## config.mk

```make
export PLATFORM = sky130hd
export DESIGN_NAME = mtfc_cell
export DESIGN_NICKNAME = d
export VERILOG_FILES = /design/src/rtl/move_to_front_coder_assert.svh /design/src/rtl/mtfc_pkg.sv /design/src/rtl/mtfc_cell.sv
export SDC_FILE = /design/constraint.sdc
export NUM_CORES = 1
export LEC_CHECK = 0
export BUFFER_PORTS_ARGS = -buffer_cell sky130_fd_sc_hd__buf_2
export CAP_MARGIN = 0
export CORE_MARGIN = 5
export CORE_UTILIZATION = 33
export CTS_CLUSTER_DIAMETER = 60
export CTS_CLUSTER_SIZE = 24
export DETAILED_ROUTE_END_ITERATION = 10
export SLEW_MARGIN = 20
export SYNTH_ARGS = -nofsm -noshare
export SYNTH_HDL_FRONTEND = slang
export SYNTH_SLANG_ARGS = --single-unit
```

## constraint.sdc

```tcl
create_clock -name clk -period 2.8 [get_ports clk]
set_clock_uncertainty 0.2 [all_clocks]
set_input_delay 0.56 -clock clk [delete_from_list [all_inputs] [get_ports clk]]
set_output_delay 0.56 -clock clk [all_outputs]
set_load 0.01 [all_outputs]
```

## src/rtl/move_to_front_coder_assert.svh

```systemverilog
// assertion helpers for the move-to-front coder
`ifndef MOVE_TO_FRONT_CODER_ASSERT_SVH
`define MOVE_TO_FRONT_CODER_ASSERT_SVH

// same-cycle implication
`define MTFC_ASSERT_NOW(label, clk, rst_n, ante, cons) \
  label: assert property (@(posedge clk) disable iff (!rst_n) (ante) |-> (cons)) \
    else $error("move_to_front_coder assertion failed");

// next-cycle implication
`define MTFC_ASSERT_NEXT(label, clk, rst_n, ante, cons) \
  label: assert property (@(posedge clk) disable iff (!rst_n) (ante) |=> (cons)) \
    else $error("move_to_front_coder assertion failed");

`endif

```

## src/rtl/mtfc_pkg.sv

```systemverilog
package mtfc_pkg;

  localparam int unsigned LIST_SIZE_DEF = 256;
  localparam int unsigned SYM_W         = 8;
  localparam int unsigned DATA_W        = 32;
  localparam int unsigned ADDR_W        = 3;

  localparam logic [SYM_W-1:0] MISS_CODE = 8'hFF;

  // register index, taken from paddr[2]
  localparam logic REG_DECODE_MODE = 1'b0;

  // token walking the cell chain
  typedef struct packed {
    logic             valid;
    logic             done;
    logic             miss;
    logic [SYM_W-1:0] carry;
    logic [SYM_W-1:0] pos;
  } tok_t;

endpackage

```

## src/rtl/mtfc_cell.sv

```systemverilog
module mtfc_cell #(
  parameter int unsigned CELL_IDX = 0
) (
  input  logic                     clk,
  input  logic                     rst_n,
  input  logic                     restore,
  input  logic                     mode,
  input  logic [mtfc_pkg::SYM_W-1:0] key,
  input  logic                     load_en,
  input  logic [mtfc_pkg::SYM_W-1:0] load_data,
  input  mtfc_pkg::tok_t           tok_in,
  output mtfc_pkg::tok_t           tok_out
);

  localparam logic [mtfc_pkg::SYM_W-1:0] IDX = mtfc_pkg::SYM_W'(CELL_IDX);
  localparam bit IS_HEAD = (CELL_IDX == 0);

  logic [mtfc_pkg::SYM_W-1:0] entry_r;
  logic [mtfc_pkg::SYM_W-1:0] entry_nxt;
  mtfc_pkg::tok_t             tok_r;
  mtfc_pkg::tok_t             tok_nxt;
  logic                       active;
  logic                       hit;

  assign active = tok_in.valid && !tok_in.done;
  assign hit    = active && (mode ? (key == IDX) : (entry_r == key));

  always_comb begin
    entry_nxt = entry_r;
    if (restore) begin
      entry_nxt = IDX;
    end else if (load_en) begin
      entry_nxt = load_data;
    end else if (active && !IS_HEAD) begin
      entry_nxt = tok_in.carry;
    end
  end

  always_comb begin
    tok_nxt = tok_in;
    if (active) begin
      tok_nxt.carry = entry_r;
      if (hit) begin
        tok_nxt.done = 1'b1;
        tok_nxt.pos  = IDX;
      end
    end
  end

  always_ff @(posedge clk) begin
    if (!rst_n) begin
      entry_r <= IDX;
      tok_r   <= '0;
    end else begin
      entry_r <= entry_nxt;
      tok_r   <= tok_nxt;
    end
  end

  assign tok_out = tok_r;

endmodule
```

# ---- After elaboration in Yosys (flattened, before gate mapping)
# Cells that the tools add are included.
dict set report word_totals {
  regBits 27
  elab_cells 18
  output_inout_bits 19
}
dict set report classes {
  reduce_logical 5
  n_eq_ne 1
  muxes 5
  bitwise 1
}
# operator n
set ops {}
lappend ops {{2-to-1 mux 16 bit} 1}
lappend ops {{equality test 8 bit} 1}
lappend ops {{logical NOT 8 bit} 1}
lappend ops {{2-to-1 mux 8 bit} 1}
lappend ops {{2-to-1 mux 1 bit} 3}
lappend ops {{logical AND 1 bit} 2}
lappend ops {{OR reduction 2 bit} 1}
lappend ops {{logical NOT 1 bit} 1}
lappend ops {{inverter 1 bit} 1}

# ---- Longest topological paths before layout
# Gate-level depths: netlist of the first run.
dict set report depth {
  depth_word 5
  mapped_depth 5
  depth_no_buf 4
}

# ---- Worst setup path before layout of the first run
# OpenSTA, ideal clock, no wires.
dict set report synth_path {
  kind {input to register}
  start {input key[6] (netlist bit)}
  end {register tok_r, in the netlist tok_out[0]}
  arrival_time_ns 1.304
  setup_slack_ns 1.162
  required_ns 2.466
  setup_time_ns 0.134
  path_stages 4
  cell_sequence {xnor2_1 -> nand4_1 -> o31ai_4 -> a211oi_1}
}
dict set report synth_via {
  elab_chain_len 5
  elab_cells_between_ends 6
  classes_between {eq/ne: 1; mux: 3; reduce/logical: 2}
}
# item line
set synth_lines {}
lappend synth_lines {{from (decl)} mtfc_cell.sv:8} ;# input logic [mtfc_pkg::SYM_W-1:0] key,
lappend synth_lines {{equality test 8 bit or logical NOT 8 bit (tied branches)} mtfc_cell.sv:26} ;# assign hit = active && (mode ? (key == IDX) : (entry_r == key));
lappend synth_lines {{2-to-1 mux 1 bit (*)} mtfc_cell.sv:26}
lappend synth_lines {{logical AND 1 bit (*)} mtfc_cell.sv:26}
lappend synth_lines {{2-to-1 mux 8 bit (*)} mtfc_cell.sv:43} ;# if (hit) begin
lappend synth_lines {{2-to-1 mux 16 bit (*)} mtfc_cell.sv:41} ;# if (active) begin
lappend synth_lines {{to (signal assigned)} mtfc_cell.sv:56} ;# tok_r <= tok_nxt;
lappend synth_lines {{to (decl)} mtfc_cell.sv:20} ;# mtfc_pkg::tok_t tok_r;
# Mark *: on every way between the ends. The rest lies on a longest branch, timed or not.
# A chain may end at the register's enable or synchronous reset.

# ---- Worst setup path after layout of the first run
dict set report layout_path {
  start {register entry_r[6] (netlist bit)}
  end {register tok_r, in the netlist tok_out[1]}
}
dict set report layout_via {
  elab_chain_len 5
}
# item line
set layout_lines {}
lappend layout_lines {{from (decl)} mtfc_cell.sv:18} ;# logic [mtfc_pkg::SYM_W-1:0] entry_r;
lappend layout_lines {{from (signal assigned)} mtfc_cell.sv:55} ;# entry_r <= entry_nxt;
lappend layout_lines {{equality test 8 bit} mtfc_cell.sv:26}
lappend layout_lines {{2-to-1 mux 1 bit} mtfc_cell.sv:26}
lappend layout_lines {{logical AND 1 bit} mtfc_cell.sv:26}
lappend layout_lines {{2-to-1 mux 8 bit} mtfc_cell.sv:43}
lappend layout_lines {{2-to-1 mux 16 bit} mtfc_cell.sv:41}
# No other way between the ends.

==> run_results.csv, run 1 <==
group,metric,value,unit
status,outcome,"finished clean",
clocking,clkSlewWorstSetupHoldPaths,0.13,ns
power,vdd_drop_max,0.164,mV
power,power_frac_clock,23.9,%
sta,final.min_clock_period,1.60,ns
synthesis,synthArstFlopShare,0,%
worst_setup_path,regToRegEndpoint,"tok_out[1]",
worst_setup_path,arrival,1.59,ns
drt,vias,951,
synthesis,synth-edff-count,0,
clocking,clock-sinks,27,
worst_setup_path,slowest_stage,"o31ai_4",
synthesis,ys_dominant_reg_cell,"dfxtp_1",
synthesis,yosysMostFrequentCell,"dfxtp_1",
synthesis,ys_seq_area_share,51.1,%
die,rows,20,
drt,wl_per_cell,12.0,um
final_layout,drive_gt1_share,36.6,%
worst_setup_path,cpPeakStageDelay,0.41,ns
die,die_w,66.6,um
clocking,cts_setup_buffers,0,
clocking,ctsHoldBuffers,0,
worst_setup_path,cp_max_fo,8,
power,p_sw,0.166,mW
power,combPwrFrac,15.5,%
power,internal-power,0.510,mW
worst_setup_path,worstPathCellList,"xnor2_1 -> nand4_1 -> o31ai_4 -> a211oi_1",
sta,maxSlewHeadroom,69.9,%
final_layout,fill_cells,329,
final_layout,layout.area.seq,541,sq um
power,p_per_area,480,nW/um^2
grt,grt_start_max_net_pins,17,
drt,first_pass_iters,4,
sta,tightest_slew,0.451,ns
worst_setup_path,critPathBufInv,0,
clocking,htree_levels,1,
clocking,clk_latency,0.31,ns
placement,port_buffers,58,
synthesis,syn_nets,155,
die,die_area,4440,sq um
drt,drc,0,
die,start_util,34.6,%
drt,ant_nets,0,
worst_setup_path,crit_end,"tok_out[1]",
drt,first_iter_violations,15,
worst_setup_path,worstSetupPathType,"reg2reg",
final_layout,finalInstanceArea,1410,sq um
placement,placedInstanceArea,1380,sq um
worst_setup_path,cp.depth,4,
clocking,clockRootBuffer,"clkbuf_4",
drt,viasPerCell,4.40,
final_layout,multi_input_area,457,sq um
sta,rsz0062_at_grt,"false",
synthesis,synthDistinctLibCells,22,
placement,hpwlAfterDp,2.18,mm
sta,setup_viol,0,
final_layout,final_util,46.2,%
worst_setup_path,cp-end-kind,"flip-flop",
synthesis,yosysTopAreaCell,"dfxtp_1",
die,io_pins,59,
synthesis,yosys-top-cells-count,"dfxtp_1 (27), nand2_1 (17), inv_1 (9), nor2_1 (9)",
sta,final.period_utilization,57.1,%
power,seq_power_share,60.6,%
worst_setup_path,rr_worst_depth,4,
synthesis,synth_top_cell_area_share,51.1,%
synthesis,synthTopCellsByArea,"dfxtp_1 (51%), mux2i_1 (7.6%), xnor2_1 (6.6%), nand2_1 (6.0%), a211oi_1 (5.7%)",
sta,report.final.slew_viol_count,0,
worst_setup_path,r2r-start,"entry_r[6]",
clocking,numCtsBuffers,3,
worst_setup_path,r2r_slack,1.20,ns
drt,routed_wl,2.60,mm
grt,grt_first_pass_wirelength,4.05,mm
power,power.leakage,0.685,nW
synthesis,yosys_warnings,0,
power,switching_share,24.5,%
final_layout,layout.nets,213,
grt,grt_pass1_vias,940,
grt,grt.overflow.total,0,
sta,fmax,626,MHz
sta,fin_setup_tns,0,ns
power,finalPower,0.676,mW
sta,hold_viol_final,0,
sta,holdWs,0.247,ns
synthesis,synth_cells,115,
clocking,post_cts_resized,0,
synthesis,synth_seq_cells,27,
synthesis,avgSynthCellArea,9.19,sq um
grt,antenna_found_initial,0,
synthesis,syn_area,1060,sq um
final_layout,antenna_cells,0,
worst_setup_path,start_kind,"flip-flop",
worst_hold_path,hold_class,"in2reg",
flow_run,drv_cap,0,
die,die_h,66.6,um
clocking,cts_buffer_depth,2,
worst_setup_path,crit_required,2.79,ns
worst_setup_path,critPathLaunch,"entry_r[6]",
die,coreArea,3050,sq um
worst_setup_path,critPathTopFamily,"compound AO/OA/AOI/OAI gates",
placement,gp_congestion,0.823,
grt,gr-usage-all-layers,11.9,%
clocking,cts_tree,"built",
final_layout,area_growth,33.4,%
[state kept, by name, indices dropped and copies added (netlist names)]
register and flops:
tok_out 19, entry_r 8
[cell usage in the layout (no fill, tap or decap)]
cell type	n
nor4_1	2
a21oi_1	8
nor2_1	9
inv_1	9
nand3b_1	1
nand2b_1	2
nand3_1	2
dfxtp_1	27
nor3_1	1
o31ai_4	1
clkbuf_1	1
a211oi_1	8
clkbuf_4	3
buf_4	1
nand2_1	17
xnor2_1	8
nand4_1	2
mux2i_1	8
a211o_1	1
nor2b_1	1
and2_1	2
buf_2	58
[layer usage]
layer | GRT usage (%) | wire (um)
met1 | 15.4 | 1150
met5 | 0 | 0
met3 | 4.05 | 296
met2 | 18.6 | 1130
met4 | 3.81 | 26
[power groups by stage]
stage / registers [mW] / logic (mW) / clock network [mW]
after global placement: 0.418 / 0.104 / 0
final: 0.410 / 0.105 / 0.161
after global routing: 0.413 / 0.116 / 0.187
after CTS: 0.410 / 0.107 / 0.170
after detailed placement: 0.419 / 0.106 / 0
after floorplan: 0.426 / 0.0453 / 0
[how the worst min path moves through the flow]
stage | start | end | slack, ns | cells past startpoint
final | tok_in[16] | tok_out[16] | 0.25 | 2
after global routing | tok_in[16] | tok_out[16] | 0.22 | 2
after CTS | tok_in[16] | tok_out[16] | 0.24 | 2
after detailed placement | entry_r[2] | tok_out[10] | 0.29 | 2
after global placement | entry_r[2] | tok_out[10] | 0.28 | 2
after floorplan | entry_r[2] | tok_out[10] | 0.26 | 2
[final cells by class]
type,instances,area share [%]
inverter,9,2.40
timing repair buffer,59,21.1
clock buffer,4,1.86
tap,44,3.90
multi-input combinational,73,32.4
sequential,27,38.3
[metrics by stage]
| stage | instances | setup WS [ns] |
|---|---|---|
| 6_report | 216 | 1.20 |
| 5_1_grt | 216 | 1.08 |
| 4_1_cts | 216 | 1.19 |
| 3_5_place_dp | 212 | 0.880 |
| 3_3_place_gp | 212 | 0.919 |
| 2_1_floorplan | 115 | 1.16 |
[logic make-up (layout without fill, tap and decap cells)]
kind of cell	count (synthesis)	in the layout	share of synthesized area, %
AND/OR/NAND/NOR	39	39	16.7
flip-flops	27	27	51.1
AO/OA/AOI/OAI	18	18	12.3
buffers and inverters	15	72	5.68
XOR/XNOR	8	8	6.63
multiplexers	8	8	7.57
Power figures use the tool's default switching activity.
==> run 2, diff against run 1 <==
--- a/config.mk
+++ b/config.mk
@@ -5,6 +5,7 @@
 export SDC_FILE = /design/constraint.sdc
 export NUM_CORES = 1
 export LEC_CHECK = 0
+export ABC_AREA = 1
 export BUFFER_PORTS_ARGS = -buffer_cell sky130_fd_sc_hd__buf_2
 export CAP_MARGIN = 0
 export CORE_MARGIN = 5
==> constraint.sdc (replaced) <==
create_clock -name clk -period 1.5 [get_ports clk]
set_clock_uncertainty 0.2 [all_clocks]
set_input_delay 0.3 -clock clk [delete_from_list [all_inputs] [get_ports clk]]
set_output_delay 0.3 -clock clk [all_outputs]
set_load 0.01 [all_outputs]
==> run 2 against run 1 <==
Non-clock buffer count is 19 higher. Setup slack worse by 1.0 ns. Sequential power is 88% higher. Highest routed layer unchanged. Critical path type unchanged. Largest power group unchanged.
==> run_results.csv, run 2 <==
group,metric,value,unit
final_layout,area_growth,53.4,%
placement,port_buffers,58,
placement,dp_cells,239,
final_layout,layout.nets,259,
sta,hold_viol_final,0,
synthesis,synthTopCellsByArea,"dfxtp_1 (52%), nand2_1 (13%), nor2_1 (10%), a21oi_1 (5.3%), o21ai_0 (4.8%)",
grt,grt_start_max_net_pins,19,
die,die_h,66.0,um
synthesis,yosysTopAreaCell,"dfxtp_1",
worst_hold_path,worstHoldStart,"load_data[3]",
drt,viasPerCell,4.12,
sta,fin_setup_tns,0,ns
power,p_sw,0.346,mW
synthesis,synth-edff-count,0,
final_layout,layout.area.seq,542,sq um
power,p_per_area,840,nW/um^2
sta,rsz0062_at_grt,"false",
synthesis,ys_seq_area_share,52.3,%
final_layout,largest_register_ffs,19,
final_layout,finalInstanceArea,1590,sq um
drt,first_pass_iters,4,
clocking,cts_tree,"built",
drt,wl_per_cell,10.3,um
synthesis,synth_seq_cells,27,
sta,fmax,759,MHz
final_layout,fill_cells,295,
sta,maxSlewHeadroom,81.0,%
die,start_util,34.1,%
drt,first_iter_violations,49,
synthesis,yosysMostFrequentCell,"nand2_1",
synthesis,synth_cells,140,
power,power.leakage,0.808,nW
placement,placedInstanceArea,1360,sq um
grt,grt_pass1_vias,1039,
synthesis,yosys-top-cells-count,"nand2_1 (37), nor2_1 (28), dfxtp_1 (27), inv_1 (12), a21oi_1 (11)",
drt,drc,0,
clocking,cts_buffer_depth,2,
grt,gr-usage-all-layers,12.7,%
final_layout,multi_input_area,412,sq um
placement,gp_congestion,0.760,
clocking,htree_levels,1,
flow_run,drv_cap,0,
power,power_frac_clock,24.3,%
final_layout,final_util,52.4,%
grt,grt.overflow.total,0,
power,combPwrFrac,18.0,%
clocking,clkSlewWorstSetupHoldPaths,0.15,ns
clocking,clock-sinks,27,
synthesis,avgSynthCellArea,7.38,sq um
worst_setup_path,cp_max_fo,8,
drt,routed_wl,2.71,mm
sta,final.min_clock_period,1.32,ns
synthesis,synth_top_cell_area_share,52.3,%
clocking,clockRootBuffer,"clkbuf_4",
placement,hpwlAfterDp,2.06,mm
sta,fin_ws,0.182,ns
die,die_w,66.0,um
final_layout,antenna_cells,0,
final_layout,drive_gt1_share,31.2,%
worst_hold_path,hold_class,"in2reg",
drt,vias,1079,
synthesis,yosys_warnings,0,
power,vdd_drop_max,0.662,mV
worst_setup_path,r2r-start,"entry_r[6]",
clocking,cts_setup_buffers,0,
synthesis,syn_nets,180,
drt,ant_nets,0,
power,switching_share,26.0,%
die,io_pins,59,
sta,tightest_slew,0.285,ns
die,coreArea,3030,sq um
synthesis,syn_area,1030,sq um
final_layout,fin_cells,262,
clocking,numCtsBuffers,3,
die,die_area,4350,sq um
worst_setup_path,cp-end-kind,"flip-flop",
power,internal-power,0.985,mW
synthesis,synthArstFlopShare,0,%
die,rows,20,
grt,antenna_found_initial,0,
worst_setup_path,crit_required,1.55,ns
placement,post-place-ws,0.0801,ns
final_layout,layout_commonest_cell,"buf_2",
sta,report.final.slew_viol_count,0,
worst_setup_path,arrival,1.36,ns
sta,setup_viol,0,
worst_setup_path,start_kind,"flip-flop",
sta,final.period_utilization,87.9,%
final_layout,final_cell_mix,"buf_2 (58), nand2_1 (37), nor2_1 (28)",
clocking,clk_latency,0.33,ns
worst_setup_path,worstSetupPathType,"reg2reg",
power,seq_power_share,57.7,%
synthesis,ys_dominant_reg_cell,"dfxtp_1",
worst_setup_path,critPathLaunch,"entry_r[6]",
grt,grt_first_pass_wirelength,4.31,mm
synthesis,synthDistinctLibCells,13,
status,outcome,"finished clean",
run 2: logic make-up (layout without fill, tap and decap cells):
| family | after synthesis | in the layout | synth area share [%] |
|---|---|---|---|
| DFF | 27 | 27 | 52.3 |
| buffers and inverters | 19 | 97 | 7.87 |
| xor gates and xnor gates | 5 | 5 | 4.24 |
| AOI/OAI and AO/OA | 22 | 22 | 10.9 |
| and+or+nand+nor | 67 | 67 | 24.7 |
run 2: what timing repair did:
action	4_1_cts	5_1_grt
gates resized for setup	0	2
hold buffers	19	0
setup endpoints to repair	0	6
endpoints found under the hold margin	19	0
run 2: final cells by class:
| class | instances | share of cell area, % |
|---|---|---|
| clock buffer | 3 | 1.42 |
| timing repair buffer | 78 | 30.8 |
| sequential | 27 | 34.2 |
| inverter | 15 | 3.71 |
| clock inverter | 1 | 0.474 |
| multi-input combinational | 94 | 26.0 |
| tap | 44 | 3.47 |
run 2: final timing paths:
kind                endpoint  slack, ns  depth (start not counted)
setup / recovery  tok_out[0]       0.18                          8
hold / removal    entry_r[3]       0.02                          3
setup reg to reg  tok_out[0]       0.18                          8
hold reg to reg   tok_out[9]       0.29                          2
run 2: power by group through the flow:
stage                     Clock (mW)  Sequential [mW]  Combinational, mW
after floorplan                    0            0.802             0.0873
after global placement             0            0.785              0.200
after detailed placement           0            0.785              0.204
after CTS                      0.338            0.769              0.242
after global routing           0.373            0.774              0.270
final                          0.323            0.769              0.240
run 2: per-stage QoR:
stage / hold WS, ns / power (mW)
floorplan: 0.193 / 0.889
global placement: 0.267 / 0.985
detailed placement: 0.271 / 0.989
CTS: 0.0135 / 1.35
global route: 0.00960 / 1.42
finish: 0.0228 / 1.33
run 2: critical path, cell delays in order (launching register included):
cell     delay, ns
dfxtp_1       0.42
xnor2_1       0.14
nand2_1       0.07
nor2_1        0.09
nand2_1       0.06
nand2_1       0.07
nand2_2       0.07
inv_4         0.09
nor2_1        0.05
run 2: layer usage:
metal | up-vias | wire length, um | GRT usage, %
li1 | 581 | - | -
met1 | 448 | 1160 | 15.8
met2 | 48 | 1230 | 20.5
met3 | 2 | 305 | 5.27
met4 | 0 | 10 | 2.28
met5 | - | 0 | 0
==> run 3, diff against run 2 <==
--- a/config.mk
+++ b/config.mk
@@ -13,6 +13,7 @@
 export CTS_CLUSTER_DIAMETER = 60
 export CTS_CLUSTER_SIZE = 24
 export DETAILED_ROUTE_END_ITERATION = 10
+export RECOVER_POWER = 25
 export SLEW_MARGIN = 20
 export SYNTH_ARGS = -nofsm -noshare
 export SYNTH_HDL_FRONTEND = slang
==> run 3 against run 2 <==
Critical path depth is the same. First-iteration DRC count increased by 2.0%. Final area down 0.16%. Setup slack lost 0.0019 ns. Non-clock buffer count stayed put. Final cell count unchanged. Flip-flop and latch count did not move. Clock-buffer cell count stayed put. Global-route usage unchanged. Fmax fell by 0.15%. Core utilization fell by 0.083 points.
==> run_results.csv, run 3 (synthesis gave the netlist of run 2 again) <==
group,metric,value,unit
status,outcome,"finished clean",
die,coreArea,3030,sq um
power,combPwrFrac,17.9,%
sta,maxSlewHeadroom,80.9,%
drt,wl_per_cell,10.4,um
die,die_area,4350,sq um
drt,drc,0,
final_layout,area_growth,53.1,%
worst_setup_path,cp_max_fo,8,
worst_setup_path,start_kind,"flip-flop",
sta,tightest_slew,0.286,ns
placement,hpwlAfterDp,2.06,mm
worst_setup_path,arrival,1.37,ns
grt,antenna_found_initial,0,
sta,rsz0062_at_grt,"false",
power,switching_share,26.1,%
placement,port_buffers,58,
worst_setup_path,worstSetupPathType,"reg2reg",
clocking,clk_latency,0.33,ns
grt,grt.overflow.total,0,
power,internal-power,0.984,mW
clocking,htree_levels,1,
clocking,clockRootBuffer,"clkbuf_4",
drt,viasPerCell,4.13,
final_layout,antenna_cells,0,
drt,routed_wl,2.71,mm
sta,fmax,758,MHz
flow_run,drv_cap,0,
power,vdd_drop_max,0.666,mV
drt,first_iter_violations,50,
sta,report.final.slew_viol_count,0,
final_layout,drive_gt1_share,30.3,%
power,seq_power_share,57.7,%
drt,vias,1081,
sta,final.min_clock_period,1.32,ns
drt,ant_nets,0,
placement,gp_congestion,0.760,
grt,met2_usage,20.5,%
drt,first_pass_iters,4,
clocking,cts_tree,"built",
die,die_h,66.0,um
grt,grtUsageMet1,15.8,%
grt,grt_pass1_vias,1039,
grt,gr-usage-all-layers,12.7,%
power,power_frac_clock,24.4,%
final_layout,layout.area.seq,542,sq um
power,p_sw,0.348,mW
die,io_pins,59,
grt,grt_first_pass_wirelength,4.31,mm
die,rows,20,
final_layout,multi_input_area,412,sq um
clocking,numCtsBuffers,3,
clocking,clock-sinks,27,
worst_setup_path,cp-end-kind,"flip-flop",
grt,met3_usage,5.27,%
final_layout,layout.nets,259,
clocking,cts_setup_buffers,0,
worst_setup_path,crit_required,1.55,ns
sta,setup_viol,0,
worst_hold_path,hold_class,"in2reg",
grt,grt_start_max_net_pins,19,
grt,grt-busiest-layer,"met2",
clocking,cts_buffer_depth,2,
sta,hold_viol_final,0,
clocking,clkSlewWorstSetupHoldPaths,0.15,ns
power,p_per_area,842,nW/um^2
sta,holdWs,0.0210,ns
power,power.leakage,0.803,nW
die,start_util,34.1,%
die,die_w,66.0,um
final_layout,fill_cells,297,
sta,fin_setup_tns,0,ns
final_layout,layout_commonest_cell,"buf_2",
final_layout,final_cell_mix,"buf_2 (56), nand2_1 (37), nor2_1 (28)",
sta,final.period_utilization,88.0,%
final_layout,largest_register_ffs,19,
==> run 3: cell type report <==
class	count	share of cell area, %
Multi-Input combinational cell	94	26.0
Inverter	15	3.72
Clock inverter	1	0.474
Tap cell	44	3.48
Timing Repair Buffer	78	30.7
Clock buffer	3	1.42
Sequential cell	27	34.2
==> run 3: repair_timing <==
action | in CTS | in global routing
endpoints found under the setup margin | 0 | 6
hold endpoints to repair | 19 | 0
hold buffers | 19 | 0
gates resized for setup | 0 | 2
==> run 3: path summary, 6_finish.rpt <==
kind	cells past startpoint	slack, ns	startpoint	to
setup / recovery	8	0.18	entry_r[6]	tok_out[0]
hold / removal	3	0.02	load_data[3]	entry_r[3]
setup reg to reg	8	0.18	entry_r[6]	tok_out[0]
hold reg to reg	2	0.29	entry_r[1]	tok_out[9]
==> run 3: metrics by stage <==
step           setup WS [ns]  instance area [sq um]  total power, mW  utilization [%]  std cells
5_1_grt               0.0316                   1580             1.42             52.3        262
6_report               0.180                   1580             1.33             52.3        262
3_5_place_dp          0.0801                   1360            0.989             45.0        239
4_1_cts                0.138                   1580             1.35             52.2        262
3_3_place_gp           0.127                   1360            0.985             45.0        239
2_1_floorplan          0.305                   1030            0.889                -        140
==> run 3: routing by layer <==
| layer | part of all wire [%] | vias up |
|---|---|---|
| li1 | - | 581 |
| met1 | 43 | 451 |
| met2 | 45 | 47 |
| met3 | 11 | 2 |
| met4 | 0.41 | 0 |
| met5 | 0 | - |
==> run 3: power by group through the flow <==
stage / Sequential [mW] / Combinational, mW / Clock, mW
floorplan: 0.802 / 0.0873 / 0
global placement: 0.785 / 0.200 / 0
detailed placement: 0.785 / 0.204 / 0
CTS: 0.769 / 0.242 / 0.338
global route: 0.774 / 0.269 / 0.373
finish: 0.769 / 0.239 / 0.325
==> run 3: worst max-delay path, stage by stage, from the launching register on <==
cell and delay (ns):
dfxtp_1 0.42, xnor2_1 0.14, nand2_1 0.07, nor2_1 0.09, nand2_1 0.06, nand2_1 0.07
nand2_2 0.07, inv_4 0.09, nor2_1 0.05
